--- config.mk ---
export PLATFORM = sky130hd
export DESIGN_NAME = nmea_gsa_sentence_parser_core
export DESIGN_NICKNAME = d
export VERILOG_FILES = /design/src/hw/rtl/nmeagsa_pkg.sv /design/src/hw/rtl/nmeagsa_ctrl.sv /design/src/hw/rtl/nmeagsa_dpath.sv /design/src/hw/rtl/nmea_gsa_sentence_parser_core.sv
export SDC_FILE = /design/constraint.sdc
export NUM_CORES = 1
export LEC_CHECK = 0
export BUFFER_PORTS_ARGS = -buffer_cell sky130_fd_sc_hd__buf_2
export CAP_MARGIN = 15
export CELL_PAD_IN_SITES_DETAIL_PLACEMENT = 0
export CELL_PAD_IN_SITES_GLOBAL_PLACEMENT = 1
export CORE_UTILIZATION = 44
export DETAILED_ROUTE_END_ITERATION = 10
export PLACE_DENSITY = 0.75
export SYNTH_ARGS = -nofsm -noshare
export SYNTH_HDL_FRONTEND = slang
export SYNTH_SLANG_ARGS = --single-unit
--- constraint.sdc ---
create_clock -name i_clk -period 3.9 [get_ports i_clk]
set_input_delay 0.78 -clock i_clk [delete_from_list [all_inputs] [get_ports i_clk]]
set_output_delay 0.78 -clock i_clk [all_outputs]
set_load 0.01 [all_outputs]
--- src/hw/rtl/nmeagsa_pkg.sv ---
// Shared types and constants for the GSA sentence parser.
`default_nettype none

package nmeagsa_pkg;

    // Field numbers within a GSA sentence
    localparam logic [4:0] ID_FIRST  = 5'd3;
    localparam logic [4:0] ID_LAST   = 5'd14;
    localparam logic [4:0] DOP_FIRST = 5'd15;
    localparam logic [4:0] DOP_MID   = 5'd16;
    localparam logic [4:0] DOP_LAST  = 5'd17;
    localparam logic [4:0] SYS_FIELD = 5'd18;
    localparam logic [4:0] FIELD_MAX = 5'd31;

    // Value limits and defaults
    localparam logic [16:0] ACC_MAX      = 17'd131071;
    localparam logic [15:0] DOP_DEFAULT  = 16'd9999;
    localparam logic [15:0] DOP_MAX      = 16'd65535;
    localparam logic [9:0]  ID_MAX       = 10'd999;
    localparam logic [7:0]  SYS_MAX      = 8'd99;
    localparam logic [7:0]  SYS_DEFAULT  = 8'hFF;

    // Characters of interest
    localparam logic [7:0] CH_COMMA = 8'h2C;
    localparam logic [7:0] CH_STAR  = 8'h2A;
    localparam logic [7:0] CH_POINT = 8'h2E;
    localparam logic [7:0] CH_ZERO  = 8'h30;
    localparam logic [7:0] CH_NINE  = 8'h39;

    // Commands from controller to datapath
    typedef struct packed {
        logic take_byte;    // consume the accepted input word
        logic final_close;  // close the open field, latch the field-count check
        logic load_id;      // load one stored id into the output register
        logic load_sum;     // load the summary into the output register
        logic clear_all;    // return sentence state to reset values
    } t_cmd;

    // Status from datapath to controller
    typedef struct packed {
        logic ids_done;     // no more ids left to send
        logic slot_free;    // output register can take a word this cycle
    } t_sts;

endpackage

`default_nettype wire

--- src/hw/rtl/nmeagsa_ctrl.sv ---
// Sequencing state machine for the GSA sentence parser.
`default_nettype none

module nmeagsa_ctrl (
    input  wire                i_clk,
    input  wire                i_rst_n,
    input  wire                i_in_valid,
    input  wire                i_in_eos,
    input  wire nmeagsa_pkg::t_sts i_sts,
    output logic               o_in_ready,
    output nmeagsa_pkg::t_cmd  o_cmd
);
    import nmeagsa_pkg::*;

    localparam logic [1:0] S_IDLE  = 2'd0;
    localparam logic [1:0] S_FINAL = 2'd1;
    localparam logic [1:0] S_EMIT  = 2'd2;

    logic [1:0] r_state;
    logic [1:0] n_state;

    // Next state and commands
    always_comb begin
        n_state    = r_state;
        o_cmd      = '0;
        o_in_ready = 1'b0;
        case (r_state)
            S_IDLE: begin
                o_in_ready = 1'b1;
                if (i_in_valid) begin
                    o_cmd.take_byte = 1'b1;
                    if (i_in_eos) begin
                        n_state = S_FINAL;
                    end
                end
            end
            S_FINAL: begin
                o_cmd.final_close = 1'b1;
                n_state           = S_EMIT;
            end
            S_EMIT: begin
                if (i_sts.slot_free) begin
                    if (!i_sts.ids_done) begin
                        o_cmd.load_id = 1'b1;
                    end else begin
                        o_cmd.load_sum  = 1'b1;
                        o_cmd.clear_all = 1'b1;
                        n_state         = S_IDLE;
                    end
                end
            end
            default: begin
                n_state = S_IDLE;
            end
        endcase
    end

    // State register
    always_ff @(posedge i_clk) begin
        if (!i_rst_n) begin
            r_state <= S_IDLE;
        end else begin
            r_state <= n_state;
        end
    end

endmodule

`default_nettype wire

--- src/hw/rtl/nmeagsa_dpath.sv ---
// Field parsing, value store and output register for the GSA sentence parser.
`default_nettype none

module nmeagsa_dpath #(
    parameter int MAX_IDS         = 12,
    parameter int EXPECTED_FIELDS = 20
) (
    input  wire                i_clk,
    input  wire                i_rst_n,
    input  wire nmeagsa_pkg::t_cmd i_cmd,
    output nmeagsa_pkg::t_sts  o_sts,
    input  wire  [7:0]         i_byte_value,
    input  wire                i_out_ready,
    output logic               o_out_valid,
    output logic               o_is_summary,
    output logic [9:0]         o_satellite_id,
    output logic [15:0]        o_position_dop,
    output logic [15:0]        o_horizontal_dop,
    output logic [15:0]        o_vertical_dop,
    output logic signed [7:0]  o_gnss_system,
    output logic [3:0]         o_id_count,
    output logic               o_field_count_ok,
    output logic               o_last
);
    import nmeagsa_pkg::*;

    localparam int CW = $clog2(MAX_IDS + 1);
    localparam int IW = (MAX_IDS > 1) ? $clog2(MAX_IDS) : 1;

    // Sentence state
    logic [4:0]  r_field_index;
    logic [16:0] r_acc;
    logic [1:0]  r_frac;
    logic        r_digit_seen;
    logic        r_prefix_ended;
    logic        r_point_seen;
    logic        r_parse_stopped;
    logic [9:0]  r_id_store [MAX_IDS];
    logic [CW-1:0] r_id_cnt;
    logic [CW-1:0] r_rd_cnt;
    logic [15:0] r_pdop;
    logic [15:0] r_hdop;
    logic [15:0] r_vdop;
    logic [7:0]  r_system;
    logic        r_ok;
    logic        r_out_valid;

    logic [16:0] n_acc;
    logic [1:0]  n_frac;
    logic        n_digit_seen;
    logic        n_prefix_ended;
    logic        n_point_seen;

    logic        is_delim;
    logic        is_digit;
    logic [3:0]  digit;
    logic [7:0]  digit_wide;
    logic        in_id;
    logic        in_dop;
    logic        in_sys;
    logic        nonempty;
    logic        do_close;
    logic        commit_id;
    logic        commit_dop;
    logic        commit_sys;
    logic        stop_set;
    logic [20:0] acc_x10;
    logic [16:0] acc_sat;
    logic [23:0] dop_scaled;
    logic [15:0] dop_val;
    logic [9:0]  id_val;
    logic [7:0]  sys_val;
    logic [5:0]  field_total;

    // Character classes and field kind
    assign is_delim   = (i_byte_value == CH_COMMA) || (i_byte_value == CH_STAR);
    assign is_digit   = (i_byte_value >= CH_ZERO) && (i_byte_value <= CH_NINE);
    assign digit_wide = i_byte_value - CH_ZERO;
    assign digit      = digit_wide[3:0];
    assign in_id      = (r_field_index >= ID_FIRST) && (r_field_index <= ID_LAST);
    assign in_dop     = (r_field_index >= DOP_FIRST) && (r_field_index <= DOP_LAST);
    assign in_sys     = (r_field_index == SYS_FIELD);
    assign nonempty   = r_digit_seen || r_prefix_ended || r_point_seen;

    // Accumulator step: acc * 10 + digit, saturating
    assign acc_x10 = ({4'b0, r_acc} << 3) + ({4'b0, r_acc} << 1) + {17'b0, digit};
    assign acc_sat = (acc_x10 > {4'b0, ACC_MAX}) ? ACC_MAX : acc_x10[16:0];

    // Scale to hundredths by the number of fraction digits
    always_comb begin
        case (r_frac)
            2'd0:    dop_scaled = {7'b0, r_acc} * 24'd100;
            2'd1:    dop_scaled = {7'b0, r_acc} * 24'd10;
            default: dop_scaled = {7'b0, r_acc};
        endcase
    end
    assign dop_val = (dop_scaled > {8'b0, DOP_MAX}) ? DOP_MAX : dop_scaled[15:0];
    assign id_val  = (r_acc > {7'b0, ID_MAX}) ? ID_MAX : r_acc[9:0];
    assign sys_val = (r_acc > {9'b0, SYS_MAX}) ? SYS_MAX : {1'b0, r_acc[6:0]};

    // Field close and commit decisions
    assign do_close   = (i_cmd.take_byte && is_delim) || i_cmd.final_close;
    assign commit_id  = do_close && !r_parse_stopped && in_id && nonempty && r_digit_seen
                        && (r_id_cnt < CW'(MAX_IDS));
    assign commit_dop = do_close && !r_parse_stopped && in_dop && r_digit_seen;
    assign commit_sys = do_close && !r_parse_stopped && in_sys && r_digit_seen;
    assign stop_set   = do_close && !r_parse_stopped && !r_digit_seen
                        && ((in_id && nonempty) || in_dop || in_sys);
    assign field_total = {1'b0, r_field_index} + 6'd1;

    // Numeric prefix scan of the open field
    always_comb begin
        n_acc          = r_acc;
        n_frac         = r_frac;
        n_digit_seen   = r_digit_seen;
        n_prefix_ended = r_prefix_ended;
        n_point_seen   = r_point_seen;
        if (i_cmd.clear_all || do_close) begin
            n_acc          = '0;
            n_frac         = '0;
            n_digit_seen   = 1'b0;
            n_prefix_ended = 1'b0;
            n_point_seen   = 1'b0;
        end else if (i_cmd.take_byte && !r_prefix_ended) begin
            if (is_digit) begin
                n_digit_seen = 1'b1;
                // third and later fraction digits are dropped
                if (!(r_point_seen && (r_frac >= 2'd2))) begin
                    if (r_point_seen) begin
                        n_frac = r_frac + 2'd1;
                    end
                    n_acc = acc_sat;
                end
            end else if ((i_byte_value == CH_POINT) && in_dop && !r_point_seen) begin
                n_point_seen = 1'b1;
            end else begin
                n_prefix_ended = 1'b1;
            end
        end
    end

    // Control and pending-value registers
    always_ff @(posedge i_clk) begin
        if (!i_rst_n) begin
            r_field_index   <= '0;
            r_acc           <= '0;
            r_frac          <= '0;
            r_digit_seen    <= 1'b0;
            r_prefix_ended  <= 1'b0;
            r_point_seen    <= 1'b0;
            r_parse_stopped <= 1'b0;
            r_id_cnt        <= '0;
            r_rd_cnt        <= '0;
            r_pdop          <= DOP_DEFAULT;
            r_hdop          <= DOP_DEFAULT;
            r_vdop          <= DOP_DEFAULT;
            r_system        <= SYS_DEFAULT;
            r_ok            <= 1'b0;
            r_out_valid     <= 1'b0;
        end else begin
            r_acc          <= n_acc;
            r_frac         <= n_frac;
            r_digit_seen   <= n_digit_seen;
            r_prefix_ended <= n_prefix_ended;
            r_point_seen   <= n_point_seen;

            if (i_cmd.clear_all) begin
                r_field_index   <= '0;
                r_parse_stopped <= 1'b0;
                r_id_cnt        <= '0;
                r_pdop          <= DOP_DEFAULT;
                r_hdop          <= DOP_DEFAULT;
                r_vdop          <= DOP_DEFAULT;
                r_system        <= SYS_DEFAULT;
            end else begin
                if (do_close && (r_field_index != FIELD_MAX)) begin
                    r_field_index <= r_field_index + 5'd1;
                end
                if (stop_set) begin
                    r_parse_stopped <= 1'b1;
                end
                if (commit_id) begin
                    r_id_cnt <= r_id_cnt + CW'(1);
                end
                if (commit_dop) begin
                    if (r_field_index == DOP_FIRST) begin
                        r_pdop <= dop_val;
                    end else if (r_field_index == DOP_MID) begin
                        r_hdop <= dop_val;
                    end else begin
                        r_vdop <= dop_val;
                    end
                end
                if (commit_sys) begin
                    r_system <= sys_val;
                end
            end

            // Field-count check and id read pointer
            if (i_cmd.final_close) begin
                r_ok     <= (field_total == 6'(EXPECTED_FIELDS));
                r_rd_cnt <= '0;
            end else if (i_cmd.load_id) begin
                r_rd_cnt <= r_rd_cnt + CW'(1);
            end

            // Output word valid
            if (i_cmd.load_id || i_cmd.load_sum) begin
                r_out_valid <= 1'b1;
            end else if (i_out_ready) begin
                r_out_valid <= 1'b0;
            end
        end
    end

    // Id store
    always_ff @(posedge i_clk) begin
        if (commit_id) begin
            r_id_store[r_id_cnt[IW-1:0]] <= id_val;
        end
    end

    // Output payload register
    always_ff @(posedge i_clk) begin
        if (i_cmd.load_id) begin
            o_is_summary     <= 1'b0;
            o_satellite_id   <= r_id_store[r_rd_cnt[IW-1:0]];
            o_position_dop   <= '0;
            o_horizontal_dop <= '0;
            o_vertical_dop   <= '0;
            o_gnss_system    <= '0;
            o_id_count       <= '0;
            o_field_count_ok <= 1'b0;
            o_last           <= 1'b0;
        end else if (i_cmd.load_sum) begin
            o_is_summary     <= 1'b1;
            o_satellite_id   <= '0;
            o_position_dop   <= r_ok ? r_pdop : DOP_DEFAULT;
            o_horizontal_dop <= r_ok ? r_hdop : DOP_DEFAULT;
            o_vertical_dop   <= r_ok ? r_vdop : DOP_DEFAULT;
            o_gnss_system    <= r_ok ? signed'(r_system) : signed'(SYS_DEFAULT);
            o_id_count       <= r_ok ? 4'(r_id_cnt) : 4'd0;
            o_field_count_ok <= r_ok;
            o_last           <= 1'b1;
        end
    end

    // Status back to the controller
    assign o_sts.ids_done  = !r_ok || (r_rd_cnt >= r_id_cnt);
    assign o_sts.slot_free = !r_out_valid || i_out_ready;
    assign o_out_valid     = r_out_valid;

endmodule

`default_nettype wire

--- src/hw/rtl/nmea_gsa_sentence_parser_core.sv ---
// Top level of the GSA sentence parser: controller plus datapath.
//
// Input channel (i_in_valid / o_in_ready): one sentence character per word,
// with i_end_of_sentence set on the final character. While idle the block
// takes one character per clock; each character is folded into the open field
// in the cycle it is accepted and produces no output.
// After the final character, the closing state closes the last field and
// checks the field count; then one id word per cycle, while the output is
// not stalled (up to MAX_IDS), and a summary word with o_last set go into
// the output register. Input is not taken until the summary word is loaded.
// Output channel (o_out_valid / i_out_ready): a single output register. A
// stalled receiver holds the current word and the controller waits; the next
// sentence may start arriving while the summary word still waits.
// Fields 3..14 are ids, 15..17 the DOPs in hundredths, 18 the system id.
// A wrong field count gives only the summary with default values.
// Reset (synchronous, active low) clears all sentence state and o_out_valid,
// not the output payload; the id store holds no meaning until ids are written.
`default_nettype none

module nmea_gsa_sentence_parser_core #(
    parameter int MAX_IDS         = 12,
    parameter int EXPECTED_FIELDS = 20
) (
    input  wire               i_clk,
    input  wire               i_rst_n,
    input  wire               i_in_valid,
    output logic              o_in_ready,
    input  wire  [7:0]        i_byte_value,
    input  wire               i_end_of_sentence,
    output logic              o_out_valid,
    input  wire               i_out_ready,
    output logic              o_is_summary,
    output logic [9:0]        o_satellite_id,
    output logic [15:0]       o_position_dop,
    output logic [15:0]       o_horizontal_dop,
    output logic [15:0]       o_vertical_dop,
    output logic signed [7:0] o_gnss_system,
    output logic [3:0]        o_id_count,
    output logic              o_field_count_ok,
    output logic              o_last
);
    import nmeagsa_pkg::*;

    t_cmd cmd;
    t_sts sts;

    nmeagsa_ctrl u_ctrl (
        .i_clk      (i_clk),
        .i_rst_n    (i_rst_n),
        .i_in_valid (i_in_valid),
        .i_in_eos   (i_end_of_sentence),
        .i_sts      (sts),
        .o_in_ready (o_in_ready),
        .o_cmd      (cmd)
    );

    nmeagsa_dpath #(
        .MAX_IDS         (MAX_IDS),
        .EXPECTED_FIELDS (EXPECTED_FIELDS)
    ) u_dpath (
        .i_clk            (i_clk),
        .i_rst_n          (i_rst_n),
        .i_cmd            (cmd),
        .o_sts            (sts),
        .i_byte_value     (i_byte_value),
        .i_out_ready      (i_out_ready),
        .o_out_valid      (o_out_valid),
        .o_is_summary     (o_is_summary),
        .o_satellite_id   (o_satellite_id),
        .o_position_dop   (o_position_dop),
        .o_horizontal_dop (o_horizontal_dop),
        .o_vertical_dop   (o_vertical_dop),
        .o_gnss_system    (o_gnss_system),
        .o_id_count       (o_id_count),
        .o_field_count_ok (o_field_count_ok),
        .o_last           (o_last)
    );

    // An id word waiting at the output means the final run is still going
    a_id_blocks_input: assert property (@(posedge i_clk) disable iff (!i_rst_n)
        (o_out_valid && !o_last) |-> !o_in_ready)
        else $error("input ready while id words are pending");

    // The final character starts the closing run
    a_eos_stops_input: assert property (@(posedge i_clk) disable iff (!i_rst_n)
        (i_in_valid && o_in_ready && i_end_of_sentence) |=> !o_in_ready)
        else $error("input taken right after the final character");

    // A summary load shows up as the last output word
    a_summary_last: assert property (@(posedge i_clk) disable iff (!i_rst_n)
        cmd.load_sum |=> (o_out_valid && o_last && o_is_summary))
        else $error("summary word not presented as last");

endmodule

`default_nettype wire

Word-level counts from Yosys, hierarchy flattened
Memory sizes are Yosys's and may differ from the RTL's. A register that Yosys moved wholly into a read port is not among the register bits.
Index checks and enable logic that the tools add are counted.
Word-level totals
  register bits: 168
  memory bits (writable): 120
  input bits: 13
  output and inout port bits: 75
  logic and storage cells: 153
  memories: 1
Memory list
  u_dpath.r_id_store: depth 12, bits a word 10, read ports 1, clocked after Yosys merged registers in 1, wr ports 1, RTL line nmeagsa_dpath.sv:38  | logic [9:0] r_id_store [MAX_IDS];
Cells by class
  add/sub/neg operators: 8
  multipliers: 2
  order comparisons: 13
  eq/ne operators: 15
  mux-type cells: 31
  bitwise gates (word level): 6
  reduce and logical (&&, ||, !) cells: 53
Operator list (number)
  16-bit two-way mux: 4
  24-bit one-hot mux with 2 select lines: 1
  10-bit two-way mux: 3
  8-bit by 6-bit equality test with 1-bit output, second input constant: 3
  24-bit by 16-bit greater-than comparator with 1-bit output, second input constant: 1
  17-bit by 5-bit multiplier with 22-bit output, second input constant: 1
  20-bit by 18-bit adder with 21-bit output: 1
  21-bit by 4-bit adder with 21-bit output: 1
  21-bit by 17-bit greater-than comparator with 1-bit output, second input constant: 1
  1-bit logical AND: 21
  17-bit by 3-bit multiplier with 20-bit output, second input constant: 1
  17-bit by 10-bit greater-than comparator with 1-bit output, second input constant: 1
  17-bit by 7-bit greater-than comparator with 1-bit output, second input constant: 1
  17-bit two-way mux: 1
  3-bit AND reduction: 5
  4-bit two-way mux: 3
  5-bit equality test, second input constant: 2
  1-bit logical OR: 10
  2-bit two-way mux: 5
  1-bit two-way mux: 9
  4-bit by 1-bit adder with 4-bit output, second input constant: 2
  8-bit by 6-bit >= comparator with 1-bit output, second input constant: 1
  8-bit by 6-bit less-or-equal comparator with 1-bit output, second input constant: 1
  8-bit two-way mux: 1
  28 further kinds: 48

Longest topological paths before layout
Gate-level depths: netlist of the first run.
  word-level depth: 11
  mapped depth: 18

By module
A second synthesis of the first run with hierarchy kept.
Unflattened totals
  cell total of the unflattened synthesis: 1365
  area total of the unflattened synthesis: 14722.9 um2
By module, submodules not included
  nmeagsa_dpath: times used 1, cells each 1351, area each 14609.0 um2, seq. area each 7106.8 um2
  nmeagsa_ctrl: times used 1, cells each 14, area each 113.9 um2, seq. area each 40.0 um2

Worst setup path before layout of the first run
Ideal clock, no wire load.
  path kind: flip-flop to flip-flop
  start: register u_dpath.r_acc[10]
  end: register u_dpath.r_vdop[13]
  setup time: 0.124 ns
  data arrival time: 4.147 ns
  required time: 3.776 ns
  slack: -0.371 ns
  stages on the path, launching flop included: 18
  path buffers: 3
  period minus slack after synthesis: 4.271 ns
  cell sequence: dfxtp_1 > inv_1 > ha_1 > ha_1 > inv_1 > fa_1 > inv_1 > ha_1 > buf_2 > o21ai_0 > a211o_1 > or3_1 > mux4_2 > a21o_1 > o41ai_2 > buf_4 > buf_6 > a21oi_1
On the way
  cells in the longest elaborated chain, start to end: 4
RTL lines
  start: declaration: RTL line nmeagsa_dpath.sv:32  | logic [16:0] r_acc;
  start signal: assignment: RTL line nmeagsa_dpath.sv:161  | r_acc <= n_acc;
  17-bit by 3-bit multiplier with 20-bit output / 17-bit by 5-bit multiplier with 22-bit output (equally long branches): RTL line nmeagsa_dpath.sv:93, nmeagsa_dpath.sv:92
  24-bit one-hot mux with 2 select lines *: RTL line nmeagsa_dpath.sv:91  | case (r_frac)
  24-bit by 16-bit greater-than comparator with 1-bit output: RTL line nmeagsa_dpath.sv:97  | assign dop_val = (dop_scaled > {8'b0, DOP_MAX}) ? DOP_MAX : dop_scaled[15:0];
  16-bit two-way mux *: RTL line nmeagsa_dpath.sv:97
  end signal: assignment: RTL line nmeagsa_dpath.sv:191  | r_vdop <= dop_val;
  end: declaration: RTL line nmeagsa_dpath.sv:43  | logic [15:0] r_vdop;
Mark *: on every way between the ends. The rest lies on a longest branch, timed or not.
A chain may end at the register's enable or synchronous reset.

Worst setup path after layout of the first run
  start: register u_dpath.r_acc[4]
  end: register u_dpath.r_hdop[12]
On the way
  cells in the longest elaborated chain, start to end: 4
RTL lines
  17-bit by 3-bit multiplier with 20-bit output / 17-bit by 5-bit multiplier with 22-bit output (equally long branches): RTL line nmeagsa_dpath.sv:93, nmeagsa_dpath.sv:92
  24-bit one-hot mux with 2 select lines *: RTL line nmeagsa_dpath.sv:91
  24-bit by 16-bit greater-than comparator with 1-bit output: RTL line nmeagsa_dpath.sv:97
  16-bit two-way mux *: RTL line nmeagsa_dpath.sv:97
  end signal: assignment: RTL line nmeagsa_dpath.sv:189  | r_hdop <= dop_val;
  end: declaration: RTL line nmeagsa_dpath.sv:42  | logic [15:0] r_hdop;
Marked as above.

==> impl_metrics.yaml, run 1 <==
flow_run:
  drv_cap: 0
global_route:
  antenna_found_initial: 0
  first_global_vias: 10700
  global_route.overflow_total: 0
  grt_usage_pct: 21.4
  grt_first_pass_wirelength_mm: 60.1
  grt_max_degree: 87
sta:
  post-route-min-period_ns: 3.96
  maxSlewHeadroom_pct: 33.6
  max_freq_mhz: 252
  grt_setup_unrepaired: "yes"
  setup_viol: 44
  layout_worst_path_cycle_share_pct: 102
  timing_hold_violations_final: 0
  setup_slack_ns: -0.0619
  worstMarginPinSlew_ns: 0.990
  final.setup_skew_ns: 0.0230
  report.final.slew_viol_count: 0
die:
  io-pin-count: 88
  initial_utilization_pct: 44.8
  die-area_um2: 35000
  die_extent_in_y_um: 187
  die_w_um: 187
  coreArea_um2: 33600
  rows: 67
routing:
  route.detailed.wl_per_inst_um: 18.6
  initialDrtViolationCount: 735
  drtAntennaViolNets: 0
  post_drt_via_cell_ratio: 5.46
  drc: 0
  drtPass1Iterations: 5
  route.final.wire_length_mm: 38.3
  via_count: 11300
synth:
  ys_top_cells_by_count: "162 x sky130_fd_sc_hd__dfxtp_1, 130 x sky130_fd_sc_hd__edfxtp_1, 128 x sky130_fd_sc_hd__ha_1, 116 x sky130_fd_sc_hd__a21oi_1, 104 x sky130_fd_sc_hd__nor2_1"
  post_synthesis_instance_area_um2: 15100
  synth_sequential_area_ratio_pct: 47.5
  count_of_warnings_emitted_by_yosys: 0
  async_set_or_reset_flop_fraction_in_the_synthesized_netlist_pct: 0
  syn-instance-count: 1429
  synth_edf_count: 130
  postSynthNetCount: 1585
  yosysMostFrequentCell: "sky130_fd_sc_hd__dfxtp_1"
  syn_area_per_cell_um2: 10.5
  synth_largest_type_area_fraction_pct: 25.9
  yosysUniqueCellTypes: 64
  synth.area.top_cells: "sky130_fd_sc_hd__edfxtp_1 26%, sky130_fd_sc_hd__dfxtp_1 22%, sky130_fd_sc_hd__ha_1 11%"
  synth_area_leader_cell: "sky130_fd_sc_hd__edfxtp_1"
  synth-main-ff-cell: "sky130_fd_sc_hd__dfxtp_1"
  postSynthRegisterBits: 292
final_layout:
  diodes: 0
  area_growth_syn_to_layout_pct: 23.1
  postLayoutCoreUtil_pct: 55.1
  final_cell_count_no_fill: 2066
  final_area_um2: 18500
  post_route_cells_drive_above_1_share_pct: 24.4
  nNetsFinal: 1752
hold_path:
  min_path_type: "flop to flop"
clock_tree:
  cts_tree: "built"
  cts.path.max_buffers: 3
  cts_sinks: 292
  cts-buffers-inserted: 30
  holdBufCountCts: 0
  cts_max_level: 1
  clock_tree.root_cell: "sky130_fd_sc_hd__clkbuf_16"
  worstSkewPairLatency_ns: 0.56
  cts.reportedPaths.clkPinSlew_ns: 0.06
worst_setup_path:
  crit_type: "flop to flop"
  r2r_setup_slack_ns: -0.06
  cp.required_ns: 4.34
  arrival_time_at_the_worst_endpoint_ns: 4.40
  kind_of_start_point_of_the_critical_path: "flop"
  capturing_element_type_of_the_critical_path: "flop"
  worstPathMaxFanout: 6
place:
  place.detailed.instances: 1997
  port_buffers: 87
  place.detailed.hpwl_mm: 26.9
  placed_cell_area_um2: 16800
  place_worst_setup_slack_ns: -0.177
  final_replace_weighted_congestion: 0.897
pwr:
  total_power_w: 0.00686
  cellPowerDensity_nw_per_um2: 371
  max-vdd-ir-drop_mv: 0.279
  total_leakage_power_nw: 7.55
status:
  failing_checks: "negative setup slack"
  outcome: "finished, violations left"
## cell usage in the layout (no fill, tap or decap), types with 73 or more instances in the layout
cell type,instances
sky130_fd_sc_hd__a21oi_1,101
sky130_fd_sc_hd__buf_4,107
sky130_fd_sc_hd__buf_2,87
sky130_fd_sc_hd__nand2_1,97
sky130_fd_sc_hd__nor2_1,103
sky130_fd_sc_hd__dfxtp_1,148
sky130_fd_sc_hd__edfxtp_1,130
sky130_fd_sc_hd__ha_1,99
sky130_fd_sc_hd__o21ai_0,80
sky130_fd_sc_hd__inv_1,73
## per-layer routing
metal	GRT usage, %	up-vias	part of all wire (%)
met2	34.2	213	45
met1	31.2	5504	48
li1	-	5523	-
met5	0	-	0
met3	2.72	35	4.3
met4	4.63	0	1.8
## power by group
group,switching [W],internal (W)
Clock,0.00118,0.00177
Sequential,0.0000509,0.00329
Combinational,0.000322,0.000247
Total,0.00156,0.00531
## through the flow
step	setup TNS, ns	hold slack [ns]
3_5_place_dp	-5.08	0.436
4_1_cts	-2.87	0.450
3_3_place_gp	-3.08	0.428
5_1_grt	-10.0	0.475
2_1_floorplan	-0.145	0.423
6_report	-1.81	0.442
## state kept, by name, summed over array words and instances, names as in the netlist, 16 cells and up, named ones only
name                      count
u_dpath.o_position_dop       16
u_dpath.r_acc                17
u_dpath.r_vdop               16
u_dpath.r_id_store          120
u_dpath.o_horizontal_dop     16
u_dpath.o_vertical_dop       16
u_dpath.r_pdop               16
u_dpath.r_hdop               16
## area by class of cell
class / count / area, um2
clock buffer: 34 / 787
clock inverter: 20 / 229
fill: 2926 / 15100
inverter: 91 / 357
multi-input combinational: 970 / 7840
sequential: 292 / 7180
tap: 448 / 561
timing repair buffer: 211 / 1570
## critical path, cell delays in order, from the launching register on
cell	delay, ns
sky130_fd_sc_hd__dfxtp_2	0.36
sky130_fd_sc_hd__inv_4	0.06
sky130_fd_sc_hd__ha_4	0.26
sky130_fd_sc_hd__inv_2	0.04
sky130_fd_sc_hd__ha_4	0.25
sky130_fd_sc_hd__inv_2	0.03
sky130_fd_sc_hd__fa_1	0.48
sky130_fd_sc_hd__inv_2	0.05
sky130_fd_sc_hd__ha_4	0.25
sky130_fd_sc_hd__a21oi_4	0.16
sky130_fd_sc_hd__o211ai_1	0.15
sky130_fd_sc_hd__a221oi_2	0.32
sky130_fd_sc_hd__o21ai_2	0.09
sky130_fd_sc_hd__or3_1	0.35
sky130_fd_sc_hd__a21o_1	0.21
sky130_fd_sc_hd__o41ai_4	0.21
sky130_fd_sc_hd__buf_6	0.21
sky130_fd_sc_hd__buf_12	0.14
sky130_fd_sc_hd__clkbuf_16	0.15
sky130_fd_sc_hd__a21oi_1	0.06
## cell families (layout without fill, tap and decap cells)
family                     count (synthesis)  count (layout)  synth area share [%]
AOI/OAI and AO/OA                        373             373                  15.7
and+or+nand+nor                          360             360                  11.3
DFF                                      292             292                  47.5
buffers and inverters                    167             356                  4.39
adders and majority gates                143             143                  12.6
xor gates and xnor gates                  49              49                  2.85
muxes                                     45              45                  5.59
## worst paths after layout
path,end,cells after the start,start
max,u_dpath.r_hdop[12],19,u_dpath.r_acc[4]
min,u_dpath.o_position_dop[13],2,u_dpath.o_position_dop[13]
max reg2reg,u_dpath.r_hdop[12],19,u_dpath.r_acc[4]
min reg2reg,u_dpath.o_position_dop[13],2,u_dpath.o_position_dop[13]
## repair_timing
item / 4_1_cts / 5_1_grt
pin swaps: 11 / 9
setup buffers: 6 / 3
gates cloned: 4 / 2
setup endpoints to repair: 48 / 48
resized for setup: 38 / 52
Note: power is estimated with default switching activity, not from simulation.
==> inputs of run 2 (changes only) <==
- CORE_UTILIZATION: 44 -> 49
- PLACE_DENSITY: 0.75 -> 0.79
- clock period: 3.9 -> 4.3 ns (I/O delays scaled with it)
==> run 2 against run 1 <==
The run now ends clean. Global-route usage increased by 1.8 points. Die area fell by 10%. Combinational power decreased by 23%. Routed wire length down 5.1%. Sequential share of layout area is 2.5 points higher. Worst setup slack better by 0.22 ns. Largest power group unchanged.
==> impl_metrics.yaml, run 2 (synthesis gave the netlist of run 1 again) <==
die:
  io-pin-count: 88
  die-area_um2: 31400
  die_extent_in_y_um: 177
  initial_utilization_pct: 50.3
  coreArea_um2: 30000
  die_w_um: 177
  rows: 63
routing:
  post_drt_via_cell_ratio: 5.67
  drtPass1Iterations: 5
  route.detailed.wl_per_inst_um: 18.6
  route.final.wire_length_mm: 36.4
  initialDrtViolationCount: 859
  drc: 0
  via_count: 11100
  drtAntennaViolNets: 0
sta:
  worstMarginPinSlew_ns: 0.979
  maxSlewHeadroom_pct: 34.8
  grt_setup_unrepaired: "no"
  setup_slack_ns: 0.156
  post-route-min-period_ns: 4.14
  layout_worst_path_cycle_share_pct: 96.4
  max_freq_mhz: 241
  final.setup_skew_ns: 0.0334
  timing_hold_violations_final: 0
  report.final.slew_viol_count: 0
  setup_tns_ns: 0
  setup_viol: 0
global_route:
  globalRouteMet1Util_pct: 35.4
  first_global_vias: 10600
  grt_max_degree: 92
  global_route.overflow_total: 0
  grt_first_pass_wirelength_mm: 57.7
  grtUsageMet2_pct: 35.5
  grt_max_usage_layer: "met2"
  antenna_found_initial: 1
  groute.layer.met3.usage_pct: 2.96
  grt_usage_pct: 23.3
pwr:
  max-vdd-ir-drop_mv: 0.329
  total_leakage_power_nw: 7.23
  switchingPower_w: 0.00135
  p_int_w: 0.00467
  share_seq_of_total_power_pct: 50.4
  total_power_w: 0.00602
  cellPowerDensity_nw_per_um2: 347
  share_comb_of_total_power_pct: 7.3
  clock_power_share_pct: 42.3
  power.switching_fraction_pct: 22.4
final_layout:
  postLayoutCoreUtil_pct: 57.9
  post_route_cells_drive_above_1_share_pct: 16.9
  diodes: 0
  layout_common_cells: "159 x sky130_fd_sc_hd__dfxtp_1, 130 x sky130_fd_sc_hd__edfxtp_1, 124 x sky130_fd_sc_hd__ha_1, 111 x sky130_fd_sc_hd__a21oi_1, 104 x sky130_fd_sc_hd__nor2_1"
  number_of_flip_flops_under_the_largest_register_name: 120
  mostFrequentLayoutCell: "sky130_fd_sc_hd__dfxtp_1"
  multi_input_combinational_cell_area_um2: 7350
  nNetsFinal: 1698
  area_growth_syn_to_layout_pct: 15.2
  register_area_um2: 7150
  final_area_um2: 17300
  n_fill_cell: 2618
worst_setup_path:
  rr_startpoint: "u_dpath.r_acc[12]"
  arrival_time_at_the_worst_endpoint_ns: 4.57
  cp.required_ns: 4.72
  crit_start: "u_dpath.r_acc[12]"
  capturing_element_type_of_the_critical_path: "flop"
  kind_of_start_point_of_the_critical_path: "flop"
  r2r_setup_slack_ns: 0.16
  crit_chain: "inv_1, ha_1, ha_1, inv_1, fa_1, inv_1, ha_1, buf_4, a21oi_2, o21ai_0, a21o_1, a211oi_1, o31ai_1, xor2_1, o41ai_4, buf_6, clkbuf_16, a31oi_1"
  crit_type: "flop to flop"
  worstPathMaxFanout: 12
  critical-path-max-stage-delay_ns: 0.49
  worst-r2r-cell-count: 18
  regToRegEndpoint: "u_dpath.r_hdop[4]"
  critical-path-top-delay-family: "adder cells"
  crit_path_top_delay_cell: "sky130_fd_sc_hd__fa_1"
  path_buf_inv: 6
place:
  port_buffers: 87
  place_worst_setup_slack_ns: -0.0168
  placed_cell_area_um2: 16200
  place.detailed.hpwl_mm: 26.0
  final_replace_weighted_congestion: 0.914
flow_run:
  drv_cap: 0
clock_tree:
  cts_tree: "built"
  cts_max_level: 1
  worstSkewPairLatency_ns: 0.55
  clock_tree.root_cell: "sky130_fd_sc_hd__clkbuf_16"
  cts.path.max_buffers: 3
  cts.reportedPaths.clkPinSlew_ns: 0.06
  holdBufCountCts: 0
  cts-buffers-inserted: 29
  cts_sinks: 292
hold_path:
  min_delay_worst_endpoint: "u_dpath.o_horizontal_dop[3]"
  min_delay_path_depth: 2
  holdCritStartpoint: "u_dpath.o_horizontal_dop[3]"
  min_path_type: "flop to flop"
status:
  outcome: "complete, no violations"
## run 2: power groups by stage
stage	sequential, W	combinational (W)	clock [W]
6_report	0.00303	0.000440	0.00255
3_3_place_gp	0.00309	0.000400	0
4_1_cts	0.00303	0.000423	0.00258
2_1_floorplan	0.00313	0.000199	0
3_5_place_dp	0.00309	0.000405	0
5_1_grt	0.00304	0.000487	0.00270
## run 2: worst max path at each step
stage	to	slack (ns)	depth (start not counted)
after floorplan	u_dpath.r_vdop[13]	0.03	17
after detailed placement	u_dpath.r_hdop[2]	-0.02	17
after CTS	u_dpath.r_vdop[1]	0.02	19
final	u_dpath.r_hdop[4]	0.16	18
after global placement	u_dpath.r_vdop[2]	0.06	16
after global routing	u_dpath.r_hdop[2]	0.007	18
## run 2: worst min-delay path: stages, from the launching register on
cell and delay [ns]:
sky130_fd_sc_hd__dfxtp_1 0.32, sky130_fd_sc_hd__nand2_1 0.05, sky130_fd_sc_hd__o31ai_1 0.05
## run 2: layer usage
metal | share of wire [%] | up-vias
li1 | - | 5409
met1 | 50 | 5355
met2 | 44 | 271
met3 | 5.5 | 31
met4 | 1.0 | 2
met5 | 0.036 | -
## run 2: per-stage QoR
stage / cells / hold WS [ns]
5_1_grt: 1953 / 0.464
4_1_cts: 1951 / 0.451
3_3_place_gp: 1897 / 0.430
2_1_floorplan: 1429 / 0.423
3_5_place_dp: 1897 / 0.436
6_report: 1953 / 0.445
## run 2: timing repair
action                     in CTS  in global routing
setup endpoints to repair       6                 48
gates cloned                    1                  2
resized for setup               0                 20
setup buffers                   1                  0
pin swaps                       1                  6
## run 2: area by class of cell
type                            count  share of cell area [%]
Clock inverter                     18                    1.13
Clock buffer                       34                    4.41
Multi-Input combinational cell    970                    42.4
Sequential cell                   292                    41.2
Tap cell                          390                    2.81
Timing Repair Buffer              158                    6.07
Inverter                           91                    1.97
==> inputs of run 3 (changes only) <==
- CORE_UTILIZATION: 49 -> 53
- PLACE_DENSITY: 0.79 -> 0.85
- clock period: 4.3 -> 5.3 ns (I/O delays scaled with it)
==> run 3 against run 2 <==
Die area shrank 7.5%. First-iteration DRC count increased by 13%. Total power down 20%. Maximum frequency is 14% lower. Critical endpoint is now u_dpath.r_vdop[3].
==> impl_metrics.yaml, run 3 (synthesis gave the netlist of run 1 again) <==
status:
  outcome: "complete, no violations"
pwr:
  cellPowerDensity_nw_per_um2: 285
  switchingPower_w: 0.00108
  share_comb_of_total_power_pct: 6.7
  power.switching_fraction_pct: 22.5
  max-vdd-ir-drop_mv: 0.223
  p_int_w: 0.00373
  clock_power_share_pct: 42.0
  total_leakage_power_nw: 6.98
  share_seq_of_total_power_pct: 51.3
worst_setup_path:
  worstPathMaxFanout: 48
  arrival_time_at_the_worst_endpoint_ns: 5.21
  capturing_element_type_of_the_critical_path: "flop"
  crit_type: "flop to flop"
  kind_of_start_point_of_the_critical_path: "flop"
  r2r_setup_slack_ns: 0.47
  cp.required_ns: 5.68
sta:
  final.hold.worst_slack_ns: 0.443
  final.setup_skew_ns: 0.0192
  report.final.slew_viol_count: 0
  grt_setup_unrepaired: "no"
  setup_viol: 0
  post-route-min-period_ns: 4.83
  max_freq_mhz: 207
  setup_tns_ns: 0
  layout_worst_path_cycle_share_pct: 91.1
  worstMarginPinSlew_ns: 1.04
  maxSlewHeadroom_pct: 30.4
  timing_hold_violations_final: 0
hold_path:
  min_path_type: "flop to flop"
flow_run:
  drv_cap: 0
routing:
  via_count: 11000
  route.detailed.wl_per_inst_um: 18.6
  post_drt_via_cell_ratio: 5.80
  drc: 0
  drtPass1Iterations: 5
  route.final.wire_length_mm: 35.2
  drtAntennaViolNets: 0
  initialDrtViolationCount: 971
clock_tree:
  worstSkewPairLatency_ns: 0.55
  cts_tree: "built"
  cts.path.max_buffers: 3
  cts-buffers-inserted: 31
  cts_setup_buffers: 0
  clock_tree.root_cell: "sky130_fd_sc_hd__clkbuf_16"
  cts.reportedPaths.clkPinSlew_ns: 0.06
  cts_sinks: 292
  cts_max_level: 1
  holdBufCountCts: 0
  cts_repair_resize_count: 0
place:
  port_buffers: 87
  final_replace_weighted_congestion: 0.922
  place.detailed.hpwl_mm: 24.9
global_route:
  global_route.overflow_total: 0
  grt_max_degree: 84
  groute.layer.met3.usage_pct: 3.10
  grt_usage_pct: 24.8
  grt_first_pass_wirelength_mm: 56.7
  grtUsageMet2_pct: 37.9
  antenna_found_initial: 0
  first_global_vias: 10400
  globalRouteMet1Util_pct: 37.8
  grt_max_usage_layer: "met2"
die:
  die-area_um2: 29100
  initial_utilization_pct: 54.0
  die_extent_in_y_um: 171
  io-pin-count: 88
  die_w_um: 171
  coreArea_um2: 27900
  rows: 61
final_layout:
  nNetsFinal: 1653
  layout_common_cells: "160 x sky130_fd_sc_hd__dfxtp_1, 130 x sky130_fd_sc_hd__edfxtp_1, 128 x sky130_fd_sc_hd__ha_1, 115 x sky130_fd_sc_hd__a21oi_1, 104 x sky130_fd_sc_hd__nor2_1"
  postLayoutCoreUtil_pct: 60.4
  area_growth_syn_to_layout_pct: 11.8
  diodes: 0
  number_of_flip_flops_under_the_largest_register_name: 120
  mostFrequentLayoutCell: "sky130_fd_sc_hd__dfxtp_1"
  post_route_cells_drive_above_1_share_pct: 13.2
## run 3: layer usage
metal / vias up / share of wire (%)
li1: 5327 / -
met1: 5307 / 49
met2: 336 / 44
met3: 36 / 6.0
met4: 0 / 1.5
met5: - / 0
## run 3: final timing paths
path	startpoint	endpoint	depth (start not counted)
setup / recovery	u_dpath.r_acc[2]	u_dpath.r_vdop[3]	14
hold / removal	u_dpath.o_vertical_dop[3]	u_dpath.o_vertical_dop[3]	2
setup reg to reg	u_dpath.r_acc[2]	u_dpath.r_vdop[3]	14
hold reg to reg	u_dpath.o_vertical_dop[3]	u_dpath.o_vertical_dop[3]	2
## run 3: power groups by stage
| stage | clock, W | combinational, W | sequential [W] |
|---|---|---|---|
| 3_3_place_gp | 0 | 0.000317 | 0.00251 |
| 2_1_floorplan | 0 | 0.000162 | 0.00254 |
| 5_1_grt | 0.00214 | 0.000361 | 0.00247 |
| 4_1_cts | 0.00205 | 0.000322 | 0.00247 |
| 6_report | 0.00202 | 0.000321 | 0.00246 |
| 3_5_place_dp | 0 | 0.000321 | 0.00251 |
## run 3: worst max-delay path: stages (launching register included)
cell                       delay (ns)
sky130_fd_sc_hd__dfxtp_1         0.57
sky130_fd_sc_hd__inv_1           0.17
sky130_fd_sc_hd__ha_1            0.32
sky130_fd_sc_hd__ha_1            0.31
sky130_fd_sc_hd__fa_1            0.47
sky130_fd_sc_hd__ha_1            0.27
sky130_fd_sc_hd__a211oi_1        0.37
sky130_fd_sc_hd__o211ai_1        0.21
sky130_fd_sc_hd__a221oi_2        0.38
sky130_fd_sc_hd__o21ai_0         0.19
sky130_fd_sc_hd__or3_1           0.37
sky130_fd_sc_hd__a21o_1          0.20
sky130_fd_sc_hd__o41ai_4         0.40
sky130_fd_sc_hd__buf_12          0.26
sky130_fd_sc_hd__a41oi_1         0.15
## run 3: layout make-up
type | count | area (um2)
multi-input cells | 970 | 7280
repair buffers | 111 | 628
flip-flops and latches | 292 | 7150
inverters | 91 | 342
fillers | 2290 | 11000
clock inverters | 13 | 91.3
clock buffers | 41 | 863
well taps | 378 | 473
## run 3: metrics by stage
| step | setup WS [ns] | std cells | instance area, um2 | total power, W |
|---|---|---|---|---|
| floorplan | 1.03 | 1429 | 15100 | 0.00270 |
| global placement | 0.640 | 1842 | 15900 | 0.00283 |
| detailed placement | 0.489 | 1842 | 15900 | 0.00283 |
| CTS | 0.489 | 1896 | 16800 | 0.00484 |
| global route | 0.0322 | 1896 | 16800 | 0.00497 |
| finish | 0.472 | 1896 | 16800 | 0.00480 |
